==> src/sv/sapt_pkg.sv <==
package sapt_pkg;

	localparam int DEFAULT_SLOT_COUNT = 8;
	localparam logic [7:0] MIN_PACKET_BYTES = 8'd5;
	localparam logic [7:0] BYTE_COUNT_MAX = 8'hFF;

	// request kinds on the input channel
	localparam logic REQ_PAYLOAD = 1'b0;
	localparam logic REQ_READ = 1'b1;

	// object ids
	localparam logic [2:0] ID_SEQ = 3'd0;
	localparam logic [2:0] ID_BATT = 3'd1;
	localparam logic [2:0] ID_TEMP = 3'd2;
	localparam logic [2:0] ID_HUM = 3'd3;
	localparam logic [2:0] ID_PRESS = 3'd4;
	localparam logic [7:0] ID_LAST = 8'd4;

	// result status codes
	localparam logic [2:0] ST_STORED = 3'd0;
	localparam logic [2:0] ST_PARSE_ERR = 3'd1;
	localparam logic [2:0] ST_FULL = 3'd2;
	localparam logic [2:0] ST_DUP = 3'd3;
	localparam logic [2:0] ST_READ_OK = 3'd4;
	localparam logic [2:0] ST_READ_EMPTY = 3'd5;

	// what the parser hands to the slot table
	localparam logic [1:0] OP_READ = 2'd0;
	localparam logic [1:0] OP_STORE = 2'd1;
	localparam logic [1:0] OP_BAD = 2'd2;

	typedef struct packed {
		logic        req_type;
		logic [7:0]  data_byte;
		logic        last_byte;
		logic [47:0] source_address;
		logic [31:0] timestamp_ms;
		logic [7:0]  read_slot;
	} item_t;

	typedef struct packed {
		logic [2:0]         status;
		logic [2:0]         slot_index;
		logic [47:0]        stored_address;
		logic [7:0]         seq_num;
		logic [7:0]         batt_pct;
		logic signed [15:0] temperature_raw;
		logic [15:0]        hum_raw;
		logic [23:0]        press_raw;
		logic [31:0]        update_time;
	} result_t;

	typedef struct packed {
		logic [7:0]  pid;
		logic [7:0]  batt;
		logic [15:0] temp;
		logic [15:0] hum;
		logic [23:0] press;
	} reading_t;

	typedef struct packed {
		logic [47:0] address;
		reading_t    reading;
		logic [31:0] update_time;
	} record_t;

	typedef struct packed {
		logic [1:0]  op;
		logic [47:0] address;
		logic [31:0] timestamp;
		logic [7:0]  read_slot;
		reading_t    reading;
	} parsed_t;

	// value bytes that follow each object id
	function automatic logic [1:0] obj_len(input logic [2:0] kind);
		logic [1:0] len;
		unique case (kind)
			ID_SEQ, ID_BATT: len = 2'd1;
			ID_TEMP, ID_HUM: len = 2'd2;
			ID_PRESS: len = 2'd3;
			default: len = 2'd0;
		endcase
		return len;
	endfunction

endpackage

==> src/sv/sapt_item_if.sv <==
interface sapt_item_if;
	logic valid;
	logic ready;
	sapt_pkg::item_t payload;

	modport source(output valid, output payload, input ready);
	modport sink(input valid, input payload, output ready);
endinterface

==> src/sv/sapt_result_if.sv <==
interface sapt_result_if;
	logic valid;
	logic ready;
	sapt_pkg::result_t payload;

	modport source(output valid, output payload, input ready);
	modport sink(input valid, input payload, output ready);
endinterface

==> src/sv/sapt_parser.sv <==
module sapt_parser (
	input  logic              clk,
	input  logic              arst_n,
	input  logic              accept,
	input  logic              en1,
	input  sapt_pkg::item_t   item,
	output logic              v_s1,
	output sapt_pkg::parsed_t parsed_s1
);

	logic [7:0]         cnt_q, cnt_n;
	logic [2:0]         kind_q, kind_n;
	logic [1:0]         left_q, left_n;
	logic               bad_q, bad_n;
	sapt_pkg::reading_t fields_q, fields_n;
	logic [1:0]         pos;
	logic [7:0]         b;
	logic               is_read;
	logic               err;
	logic               emits;
	sapt_pkg::parsed_t  parsed_n;

	assign b = item.data_byte;
	assign is_read = (item.req_type == sapt_pkg::REQ_READ);

	always_comb begin
		kind_n = kind_q;
		left_n = left_q;
		bad_n = bad_q;
		fields_n = fields_q;
		pos = sapt_pkg::obj_len(kind_q) - left_q;
		// the first payload byte is device info: skip it
		if (cnt_q != 8'd0 && !bad_q) begin
			if (left_q == 2'd0) begin
				if (b > sapt_pkg::ID_LAST) begin
					bad_n = 1'b1;
				end else begin
					kind_n = b[2:0];
					left_n = sapt_pkg::obj_len(b[2:0]);
					unique case (b[2:0])
						sapt_pkg::ID_SEQ: fields_n.pid = '0;
						sapt_pkg::ID_BATT: fields_n.batt = '0;
						sapt_pkg::ID_TEMP: fields_n.temp = '0;
						sapt_pkg::ID_HUM: fields_n.hum = '0;
						default: fields_n.press = '0;
					endcase
				end
			end else begin
				unique case (kind_q)
					sapt_pkg::ID_SEQ: fields_n.pid = b;
					sapt_pkg::ID_BATT: fields_n.batt = b;
					sapt_pkg::ID_TEMP:
						fields_n.temp = fields_q.temp | (16'(b) << {pos[0], 3'b000});
					sapt_pkg::ID_HUM:
						fields_n.hum = fields_q.hum | (16'(b) << {pos[0], 3'b000});
					default:
						fields_n.press = fields_q.press | (24'(b) << {pos, 3'b000});
				endcase
				left_n = left_q - 2'd1;
			end
		end
		cnt_n = (cnt_q == sapt_pkg::BYTE_COUNT_MAX) ? cnt_q : cnt_q + 8'd1;
		err = (cnt_n < sapt_pkg::MIN_PACKET_BYTES) || bad_n || (left_n != 2'd0);
		emits = is_read || item.last_byte;

		parsed_n.address = item.source_address;
		parsed_n.timestamp = item.timestamp_ms;
		parsed_n.read_slot = item.read_slot;
		parsed_n.reading = fields_n;
		if (is_read) begin
			parsed_n.op = sapt_pkg::OP_READ;
		end else if (err) begin
			parsed_n.op = sapt_pkg::OP_BAD;
		end else begin
			parsed_n.op = sapt_pkg::OP_STORE;
		end
	end

	always_ff @(posedge clk or negedge arst_n) begin
		if (!arst_n) begin
			cnt_q <= '0;
			kind_q <= '0;
			left_q <= '0;
			bad_q <= 1'b0;
			fields_q <= '0;
		end else if (accept && !is_read) begin
			if (item.last_byte) begin
				// packet done: start the next one clean
				cnt_q <= '0;
				kind_q <= '0;
				left_q <= '0;
				bad_q <= 1'b0;
				fields_q <= '0;
			end else begin
				cnt_q <= cnt_n;
				kind_q <= kind_n;
				left_q <= left_n;
				bad_q <= bad_n;
				fields_q <= fields_n;
			end
		end
	end

	always_ff @(posedge clk or negedge arst_n) begin
		if (!arst_n) begin
			v_s1 <= 1'b0;
		end else if (en1) begin
			v_s1 <= accept && emits;
		end
	end

	always_ff @(posedge clk) begin
		if (en1) begin
			parsed_s1 <= parsed_n;
		end
	end

endmodule

==> src/sv/sapt_table.sv <==
module sapt_table #(
	parameter int SLOT_COUNT = sapt_pkg::DEFAULT_SLOT_COUNT
) (
	input  logic              clk,
	input  logic              arst_n,
	input  logic              v_s1,
	input  sapt_pkg::parsed_t parsed_s1,
	input  logic              en2,
	output logic              v_s2,
	output sapt_pkg::result_t result
);

	localparam int SLOT_W = (SLOT_COUNT > 1) ? $clog2(SLOT_COUNT) : 1;

	logic [SLOT_COUNT-1:0] valid_q;
	logic [47:0]           addr_q [SLOT_COUNT];
	logic [7:0]            pid_q [SLOT_COUNT];
	sapt_pkg::record_t     mem [SLOT_COUNT];

	logic [SLOT_COUNT-1:0] match_vec;
	logic [SLOT_COUNT-1:0] dup_vec;
	logic                  found;
	logic                  has_free;
	logic                  dup;
	logic [SLOT_W-1:0]     match_idx;
	logic [SLOT_W-1:0]     free_idx;
	logic [SLOT_W-1:0]     wr_idx;
	logic [SLOT_W-1:0]     rs_idx;
	logic [SLOT_W-1:0]     rd_idx;
	logic                  rs_ok;
	logic                  wr_en;
	logic                  wr_go;
	logic [2:0]            st_n;
	logic [2:0]            idx_n;
	logic                  from_mem_n;
	sapt_pkg::record_t     data_n;
	sapt_pkg::record_t     new_rec;

	logic [2:0]            st_s2;
	logic [2:0]            idx_s2;
	logic                  from_mem_s2;
	sapt_pkg::record_t     data_s2;
	sapt_pkg::record_t     rd_data_s2;
	sapt_pkg::record_t     out_rec;

	// compare the sender against every slot at once
	always_comb begin
		for (int i = 0; i < SLOT_COUNT; i++) begin
			match_vec[i] = valid_q[i] && (addr_q[i] == parsed_s1.address);
			dup_vec[i] = match_vec[i] && (pid_q[i] == parsed_s1.reading.pid);
		end
		match_idx = '0;
		free_idx = '0;
		for (int i = SLOT_COUNT - 1; i >= 0; i--) begin
			if (match_vec[i]) match_idx = SLOT_W'(i);
			if (!valid_q[i]) free_idx = SLOT_W'(i);
		end
	end

	assign found = |match_vec;
	assign dup = |dup_vec;
	assign has_free = ~&valid_q;
	assign wr_idx = found ? match_idx : free_idx;
	assign rs_idx = parsed_s1.read_slot[SLOT_W-1:0];
	assign rs_ok = ({1'b0, parsed_s1.read_slot} < 9'(SLOT_COUNT)) && valid_q[rs_idx];

	assign new_rec.address = parsed_s1.address;
	assign new_rec.reading = parsed_s1.reading;
	assign new_rec.update_time = parsed_s1.timestamp;

	always_comb begin
		wr_en = 1'b0;
		st_n = sapt_pkg::ST_PARSE_ERR;
		idx_n = '0;
		data_n = '0;
		from_mem_n = 1'b0;
		rd_idx = match_idx;
		unique case (parsed_s1.op)
			sapt_pkg::OP_READ: begin
				rd_idx = rs_idx;
				if (rs_ok) begin
					st_n = sapt_pkg::ST_READ_OK;
					idx_n = 3'(rs_idx);
					from_mem_n = 1'b1;
				end else begin
					st_n = sapt_pkg::ST_READ_EMPTY;
					idx_n = parsed_s1.read_slot[2:0];
				end
			end
			sapt_pkg::OP_STORE: begin
				if (!found && !has_free) begin
					st_n = sapt_pkg::ST_FULL;
				end else if (dup) begin
					// drop the repeat, report what is held
					st_n = sapt_pkg::ST_DUP;
					idx_n = 3'(match_idx);
					from_mem_n = 1'b1;
				end else begin
					st_n = sapt_pkg::ST_STORED;
					idx_n = 3'(wr_idx);
					data_n = new_rec;
					wr_en = 1'b1;
				end
			end
			default: begin
				st_n = sapt_pkg::ST_PARSE_ERR;
			end
		endcase
	end

	assign wr_go = v_s1 && en2 && wr_en;

	always_ff @(posedge clk or negedge arst_n) begin
		if (!arst_n) begin
			valid_q <= '0;
		end else if (wr_go) begin
			valid_q[wr_idx] <= 1'b1;
		end
	end

	always_ff @(posedge clk) begin
		if (wr_go) begin
			addr_q[wr_idx] <= parsed_s1.address;
			pid_q[wr_idx] <= parsed_s1.reading.pid;
		end
	end

	always_ff @(posedge clk) begin
		if (wr_go) begin
			mem[wr_idx] <= new_rec;
		end
		if (en2) begin
			rd_data_s2 <= mem[rd_idx];
		end
	end

	always_ff @(posedge clk or negedge arst_n) begin
		if (!arst_n) begin
			v_s2 <= 1'b0;
		end else if (en2) begin
			v_s2 <= v_s1;
		end
	end

	always_ff @(posedge clk) begin
		if (en2) begin
			st_s2 <= st_n;
			idx_s2 <= idx_n;
			from_mem_s2 <= from_mem_n;
			data_s2 <= data_n;
		end
	end

	assign out_rec = from_mem_s2 ? rd_data_s2 : data_s2;

	assign result.status = st_s2;
	assign result.slot_index = idx_s2;
	assign result.stored_address = out_rec.address;
	assign result.seq_num = out_rec.reading.pid;
	assign result.batt_pct = out_rec.reading.batt;
	assign result.temperature_raw = $signed(out_rec.reading.temp);
	assign result.hum_raw = out_rec.reading.hum;
	assign result.press_raw = out_rec.reading.press;
	assign result.update_time = out_rec.update_time;

`ifndef SYNTHESIS
	a_valid_sticky: assert property (@(posedge clk) disable iff (!arst_n)
		($past(valid_q) & ~valid_q) == '0)
		else $error("slot valid bit cleared");

	a_write_marks_slot: assert property (@(posedge clk) disable iff (!arst_n)
		wr_go |=> valid_q[$past(wr_idx)])
		else $error("stored slot not marked valid");

	a_full_means_full: assert property (@(posedge clk) disable iff (!arst_n)
		(v_s2 && st_s2 == sapt_pkg::ST_FULL) |-> (&valid_q))
		else $error("table full reported with a free slot");

	a_mem_source: assert property (@(posedge clk) disable iff (!arst_n)
		(v_s2 && from_mem_s2) |->
		(st_s2 == sapt_pkg::ST_READ_OK || st_s2 == sapt_pkg::ST_DUP))
		else $error("slot contents returned with wrong status");
`endif

endmodule

==> src/sv/sensor_advert_parse_and_table_unit.sv <==
// Parses sensor advertisement service data one byte per transaction and keeps
// the latest readings per sender in a slot table. A payload byte or a read
// request is accepted every cycle while results drain; the byte marked last,
// and every read, give one result, which passes the first and then the second
// register stage. The first holds the byte parser and the finished packet;
// the second compares the sender against all SLOT_COUNT stored addresses in
// parallel, updates the table, and reads slot contents from the record memory
// (read on each advance, write per stored packet). Stall on the result side
// backs up through the two stages, and ready drops only when both are full.
module sensor_advert_parse_and_table_unit #(
	parameter int SLOT_COUNT = sapt_pkg::DEFAULT_SLOT_COUNT
) (
	input  logic          clk,
	input  logic          arst_n,
	sapt_item_if.sink     item,
	sapt_result_if.source result
);

	logic              en1;
	logic              en2;
	logic              accept;
	logic              v_s1;
	logic              v_s2;
	sapt_pkg::parsed_t parsed_s1;

	// advance each stage when it is empty or the one after it moves
	assign en2 = !v_s2 || result.ready;
	assign en1 = !v_s1 || en2;
	assign item.ready = en1;
	assign accept = item.valid && en1;
	assign result.valid = v_s2;

	sapt_parser u_parser (
		.clk       (clk),
		.arst_n    (arst_n),
		.accept    (accept),
		.en1       (en1),
		.item      (item.payload),
		.v_s1      (v_s1),
		.parsed_s1 (parsed_s1)
	);

	sapt_table #(
		.SLOT_COUNT (SLOT_COUNT)
	) u_table (
		.clk       (clk),
		.arst_n    (arst_n),
		.v_s1      (v_s1),
		.parsed_s1 (parsed_s1),
		.en2       (en2),
		.v_s2      (v_s2),
		.result    (result.payload)
	);

endmodule
==> src/flat_wrapper.sv <==
// flat-port wrapper written by rule: the top's interface ports become plain ports
module sensor_advert_parse_and_table_unit_flat 
#(
	parameter int SLOT_COUNT = sapt_pkg::DEFAULT_SLOT_COUNT
)
  (clk, arst_n, item_valid, item_payload, item_ready, result_valid, result_payload, result_ready);
  sapt_item_if item_i ();
  sapt_result_if result_i ();
  input  logic clk;
  input  logic arst_n;
  input wire logic [$bits(item_i.valid)-1:0] item_valid;
  input wire logic [$bits(item_i.payload)-1:0] item_payload;
  output wire logic [$bits(item_i.ready)-1:0] item_ready;
  output wire logic [$bits(result_i.valid)-1:0] result_valid;
  output wire logic [$bits(result_i.payload)-1:0] result_payload;
  input wire logic [$bits(result_i.ready)-1:0] result_ready;
  assign item_i.valid = item_valid;
  assign item_i.payload = item_payload;
  assign item_ready = item_i.ready;
  assign result_valid = result_i.valid;
  assign result_payload = result_i.payload;
  assign result_i.ready = result_ready;
  sensor_advert_parse_and_table_unit #(.SLOT_COUNT(SLOT_COUNT)) u_core (.clk(clk), .arst_n(arst_n), .item(item_i), .result(result_i));
endmodule
==> config.mk <==
export PLATFORM = sky130hd
export DESIGN_NAME = sensor_advert_parse_and_table_unit_flat
export DESIGN_NICKNAME = d
export VERILOG_FILES = /design/src/sv/sapt_pkg.sv /design/src/sv/sapt_item_if.sv /design/src/sv/sapt_result_if.sv /design/src/sv/sapt_parser.sv /design/src/sv/sapt_table.sv /design/src/sv/sensor_advert_parse_and_table_unit.sv /design/src/flat_wrapper.sv
export SDC_FILE = /design/constraint.sdc
export NUM_CORES = 2
export LEC_CHECK = 0
export BUFFER_PORTS_ARGS = -buffer_cell sky130_fd_sc_hd__buf_2
export CORE_ASPECT_RATIO = 0.5
export CORE_MARGIN = 2
export CORE_UTILIZATION = 30
export CTS_CLUSTER_DIAMETER = 100
export CTS_CLUSTER_SIZE = 28
export DETAILED_ROUTE_END_ITERATION = 8
export HOLD_SLACK_MARGIN = 0.03
export PLACE_DENSITY_LB_ADDON = 0.15
export RECOVER_POWER = 50
export SLEW_MARGIN = 20
export SYNTH_ARGS = -nofsm -noshare
export SYNTH_HDL_FRONTEND = slang
export SYNTH_SLANG_ARGS = --single-unit
==> constraint.sdc <==
create_clock -name clk -period 20 [get_ports clk]
set_input_delay 4 -clock clk [delete_from_list [all_inputs] [get_ports clk]]
set_output_delay 4 -clock clk [all_outputs]
set_load 0.02 [all_outputs]
# Word-level counts from Yosys, hierarchy flattened
# Memories as Yosys holds them, arrays and structs flattened. A register that Yosys moved wholly into a read port is not among the register bits.
# Index checks and enable logic that the tools add are counted.
# word_totals
regBits,417
input_bits,102
ram_bits,1664
mem_count,3
# memory_table
name,depth,word_bits,read_ports,rd_ports_with_merged_regs,write_ports,line_no,text
u_core.u_table.mem,8,152,1,1,1,sapt_table.sv:18,sapt_pkg::record_t mem [SLOT_COUNT];
u_core.u_table.addr_q,8,48,8,0,1,sapt_table.sv:16,logic [47:0] addr_q [SLOT_COUNT];
u_core.u_table.pid_q,8,8,8,0,1,sapt_table.sv:17,logic [7:0] pid_q [SLOT_COUNT];
# op_classes
shifts,2
n_lt_le_gt_ge,6
muxes,70
add_sub_neg,3
n_eq_ne,27
bitwise_logic,5
reduce_logical,54
# ops
cell,count
== test 48 bit,8
two-way mux 72 bit,4
two-way mux 152 bit,1
two-way mux 3 bit,24
== test 8 bit,8
two-way mux 16 bit,4
two-way mux 24 bit,2
two-way mux 8 bit,6
OR 16 bit,2
logical AND 1 bit,25
OR 24 bit,1
<< shifter 8 x 5 -> 24 bit,1
OR reduction 8 bit,2
<< shifter 8 x 4 -> 16 bit,1
two-way mux 1 bit,15
two-way mux 2 bit,7
== test 3 x 2 -> 1 bit (second input constant),4
one-hot mux 2 bit (3 select lines),2
one-hot mux 3 bit (2 select lines),2
OR reduction 10 bit,1
adder 8 x 1 -> 8 bit (second input constant),1
== test 8 bit (second input constant),1
greater-than comparator 8 x 3 -> 1 bit (second input constant),1
< comparator 3 x 4 -> 1 bit (second input constant),2
other kinds (24),42

# Logic depth before layout (Yosys ltp)
# An unclocked memory read counts as a cell.
# logic_depth
ltp_word,17
depth_mapped,16

# Hierarchy
# A second synthesis with hierarchy kept.
# hier_totals
hier_cells,5450
area_unflattened_um2,75761.4
# modules_own_cells
mod,cells_per_inst,instances,area_each_um2
sapt_table,4753,1,66019.6
sapt_parser,694,1,9706.8
sensor_advert_parse_and_table_unit,3,1,35.0

# Least setup slack after synthesis
# OpenSTA, ideal clock, no wires.
# synth_path
kind,input to register
start,input port result_ready
end,memory u_core.u_table.addr_q[5][0] (enable)
setup_slack_ns,-4.874
cell_stages,3
path_buffers,0
arrival_time_ns,24.024
path_cell_list,nand2b_1 > nand4_1 > nor3_1
# synth_between
elab_chain_len,5
# synth_lines
item,line_no,text
from (decl),flat_wrapper.sv:16,input wire logic [$bits(result_i.ready)-1:0] result_ready;
logical OR 1 bit,sensor_advert_parse_and_table_unit.sv:27,assign en2 = !v_s2 || result.ready;
logical AND 1 bit (2 in series),sapt_table.sv:111,assign wr_go = v_s1 && en2 && wr_en;
two-way mux 1 bit,sapt_table.sv:122,if (wr_go) begin
two-way mux 1 bit (implied by the code),sapt_table.sv:123,addr_q[wr_idx] <= parsed_s1.address;
to (decl),sapt_table.sv:16,
# No other way between the ends.

# Worst setup path in the final report
# layout_path
start,"register, netlist name u_core.u_parser.parsed_s1[153]"
end,"register u_core.u_table.data_s2[34] (netlist bit), data pin"
# layout_between
elab_chain_len,6
# layout_lines
item,line_no,text
== test 48 bit,sapt_table.sv:49,match_vec[i] = valid_q[i] && (addr_q[i] == parsed_s1.address);
logical AND 1 bit,sapt_table.sv:49,
OR reduction 8 bit,sapt_table.sv:60,assign found = |match_vec;
logical NOT 1 bit,sapt_table.sv:91,if (!found && !has_free) begin
logical AND 1 bit,sapt_table.sv:91,
OR reduction 10 bit (no line) (*),n/a,
to (signal assigned),sapt_table.sv:150,data_s2 <= data_n;
to (decl),sapt_table.sv:42,sapt_pkg::record_t data_s2;
# Every way passes the cells marked *; elsewhere a longest branch is shown, timed or not.
# A chain may end at the register's enable or synchronous reset.

==> impl_results.md <==
- EDFF count, synth: 1689
- Synthesis-stage register bit count: around 1.8k
- Failing checks: max-capacitance violations, max-slew violations
- Starting density of the core: between 30 and 40%
- Fillers: ~25k
- Layout area overhead: 8.83%
- Initial antenna violation count: 11
- CTS Buf Count: 75
- Die Ht: approximately 370 µm
- First-pass GRT wire length: 404 mm
- Final hold vios: 0
- Pre-antenna DRT Iters: 5
- Critical path's slowest cell: clkbuf_1
- Synth Net Count: 5809
- Die width: between 700 and 800 µm
- Die area: around 270000 µm²
- Post-synth cell types: 69
- Final Skew: 43.2 ps
- CTS tree: yes
- Fin crit share: 48.8%
- Hold slack: 516 ps
- Htree depth: 3
- Clk root buf: clkbuf_16
- Critical path arrival: ~10000 ps
- Worst-path cell chain: clkbuf_1 > xor2_1 > or4_1 > or4_1 > or4_1 > o41ai_1 > nor3b_1 > and3_1 > nor2_1 > clkbuf_1 > clkbuf_1 > buf_4 > and2_1
- Final WL: 290 mm
- Status: finished with violations
- Max Fclk: just over 0.1 GHz
- PwrDens: about 91 nW/µm²
- Clk slew on worst S/H paths: roughly 110 ps
- Syn Inst Count: 5704
- Relative slew slack: -155%
- Pin count of the biggest net entering global routing: 152
- Routed Antenna Nets: 0
- Commonest cells in the netlist: edfxtp_1 (1689), nand2_1 (567), a22o_1 (548)
- Placeable Area: ~260000 µm²
- Sequential-to-total area share from yosys stat: around two thirds
- Worst vdd ir: 0.0000663 V
- Crit path time final: 9760 ps
- Vias/cell: 5.59
- Synth area leaders: edfxtp_1 (63%), a22o_1 (6.0%), a2111oi_0 (3.4%), dfrtp_1 (3.0%), xnor2_1 (2.7%)
- Worst-skew pair later-pin latency: 760 ps
- Vias in the first global route: 50.3k
- Max Root-Sink Buffers: 3
- Worst path max stage delay: 2230 ps
- # resized after CTS: 0
- Top cell type's share of synthesized area: 63.5%
- Critical Path End Type: flip-flop
- Vias: 51.8k
- Cell family with most CP delay: buffers and inverters
- Hpwl dp: 187 mm
- Gr usage total: 20.7%
- Hold Path Class: reg -> reg
- Max_cap viols: 17
- Mapped Area: 79900 µm²
- Critical path fanouts, max: 49
- Pins Over Slew Limit: 628
- Top-count cell post-synth: edfxtp_1
- Worst Max-Slew Pin Slew: 3820 ps
- Nets: 5811
- DR WL/cell: 31.3 µm
- CP startpoint kind: flip-flop
- Post-synthesis async set-or-reset flop share: 5.38%
- RePlAce Congestion: 0.975
- Synth Warn #: 0
- Overflow after GRT: 0
- # hold bufs at CTS: 0
- Setup TNS Final: 0 ps
- Post-CTS Setup Bufs: 0
- Sink Count: 1785
- Final setup violation count: 0
- Syn avg cell area: 14.0 µm²
- FP Rows: 133
- Drc violations: 0
- Final Power: 7940 µW
- RSZ-0062 raised after global routing: false
- Ys flop type: edfxtp_1
- Post-DP Area: 84900 µm²
- Top Ports: ~260
- 1st-iter DRT viols: 5024
- Worst Path Buf+Inv: 4
- Pleak: 0.0278 µW
- Cell area after layout: 86900 µm²
- Port bufs: 261
- Share of cells above drive strength 1: 11.6%
- WP data required: 20620 ps
- Critical path type: reg -> reg
- Cell taking the most area after synthesis: edfxtp_1
==> final timing paths <==
path	startpoint	end	slack [ps]	cells after the start
hold reg to reg	u_core.u_parser.fields_q[46]	u_core.u_parser.fields_q[46]	520	1
hold / removal	u_core.u_parser.fields_q[46]	u_core.u_parser.fields_q[46]	520	1
setup / recovery	u_core.u_parser.parsed_s1[153]	u_core.u_table.data_s2[34]	10240	13
setup reg to reg	u_core.u_parser.parsed_s1[153]	u_core.u_table.data_s2[34]	10240	13
min in group asynchronous	arst_n	u_core.u_parser.fields_q[54]	4430	1
max in group asynchronous	arst_n	u_core.u_table.v_s2	11840	2
==> cell families (layout without fill, tap and decap cells) <==
family / after synthesis / in the layout / share of synthesized area [%]
adders and majority gates: 3 / 3 / 0.0470
buffers and inverters: 490 / 533 / 2.41
muxes: 157 / 157 / 2.24
xor gates and xnor gates: 413 / 413 / 4.53
other: 0 / 10 / 0
DFF: 1785 / 1785 / 66.5
and+or+nand+nor: 1375 / 1375 / 8.77
AOI/OAI and AO/OA: 1481 / 1481 / 15.5
==> through the flow <==
stage / instances / setup slack [ps] / utilization, %
2_1_floorplan: 5704 / 4010 / -
3_3_place_gp: 9137 / 11190 / 32.2
3_5_place_dp: 9138 / 11220 / 32.2
4_1_cts: 9256 / 11220 / 33.0
5_1_grt: 9262 / 9660 / 33.0
6_report: 9267 / 10240 / 33.0
==> cell usage in the layout (no fill, tap or decap), drive strengths merged, types with 15 or more instances in the layout <==
master / netlist / layout
nand2b: 70 / 70
edfxtp: 1689 / 1689
a211oi: 155 / 155
xnor2: 246 / 246
xor2: 167 / 167
nor4: 75 / 75
nand4: 119 / 119
and2: 298 / 298
mux2: 152 / 152
dfrtp: 96 / 96
o21ai: 215 / 215
a2111oi: 311 / 311
inv: 39 / 42
nor2b: 23 / 23
a21oi: 15 / 15
nand3: 34 / 34
buf: 75 / 314
clkbuf: 376 / 169
a311oi: 152 / 152
nand2: 567 / 567
nor2: 84 / 84
nor3: 34 / 34
a22o: 548 / 548
==> area by class of cell <==
class	instances	area [µm²]	share of cell area, %
clock buffer	107	2020	2.32
sequential	1785	53100	61.1
clock inverter	11	149	0.171
tap	3510	4390	5.05
inverter	39	146	0.168
antenna	10	25.0	0.0288
multi-input combinational	3429	25000	28.7
timing repair buffer	376	2110	2.43
==> sequential cells by signal, indices dropped and copies added (netlist names) <==
| register | flops |
|---|---|
| u_core.u_parser.left_q | 2 |
| u_core.u_parser.cnt_q | 8 |
| u_core.u_table.v_s2 | 1 |
| u_core.u_table.valid_q | 8 |
| u_core.u_parser.v_s1 | 1 |
| u_core.u_parser.bad_q | 1 |
| u_core.u_table.st_s2 | 3 |
| u_core.u_table.mem | 798 |
| u_core.u_parser.kind_q | 3 |
| u_core.u_table.addr_q | 376 |
| u_core.u_table.idx_s2 | 3 |
| u_core.u_parser.fields_q | 72 |
| u_core.u_table.pid_q | 42 |
| u_core.u_table.from_mem_s2 | 1 |
| u_core.u_table.rd_data_s2 | 152 |
| u_core.u_parser.parsed_s1 | 162 |
| u_core.u_table.data_s2 | 152 |
==> worst register-to-register path: cells and delay by family, from the launching register on <==
kind | cells | cell delay, ps
buffers and inverters | 4 | 5970
and+or+nand+nor | 7 | 2660
xor gates and xnor gates | 1 | 390
DFF | 1 | 330
AOI/OAI and AO/OA | 1 | 320
==> layer usage <==
metal / track usage (%) / up-vias / routed length [µm]
met5: 0 / - / 0
li1: - / 22500 / -
met3: 2.08 / 272 / 12300
met1: 28.7 / 27500 / 130000
met4: 5.75 / 0 / 9250
met2: 34.5 / 1552 / 139000
==> where the power goes <==
group          switching, µW  internal (µW)  total, µW
Combinational           1070            463       1530
Clock                   1220            728       1940
Sequential               140           4330       4470
Total                   2430           5520       7940
(Power assumes the default switching activity.)
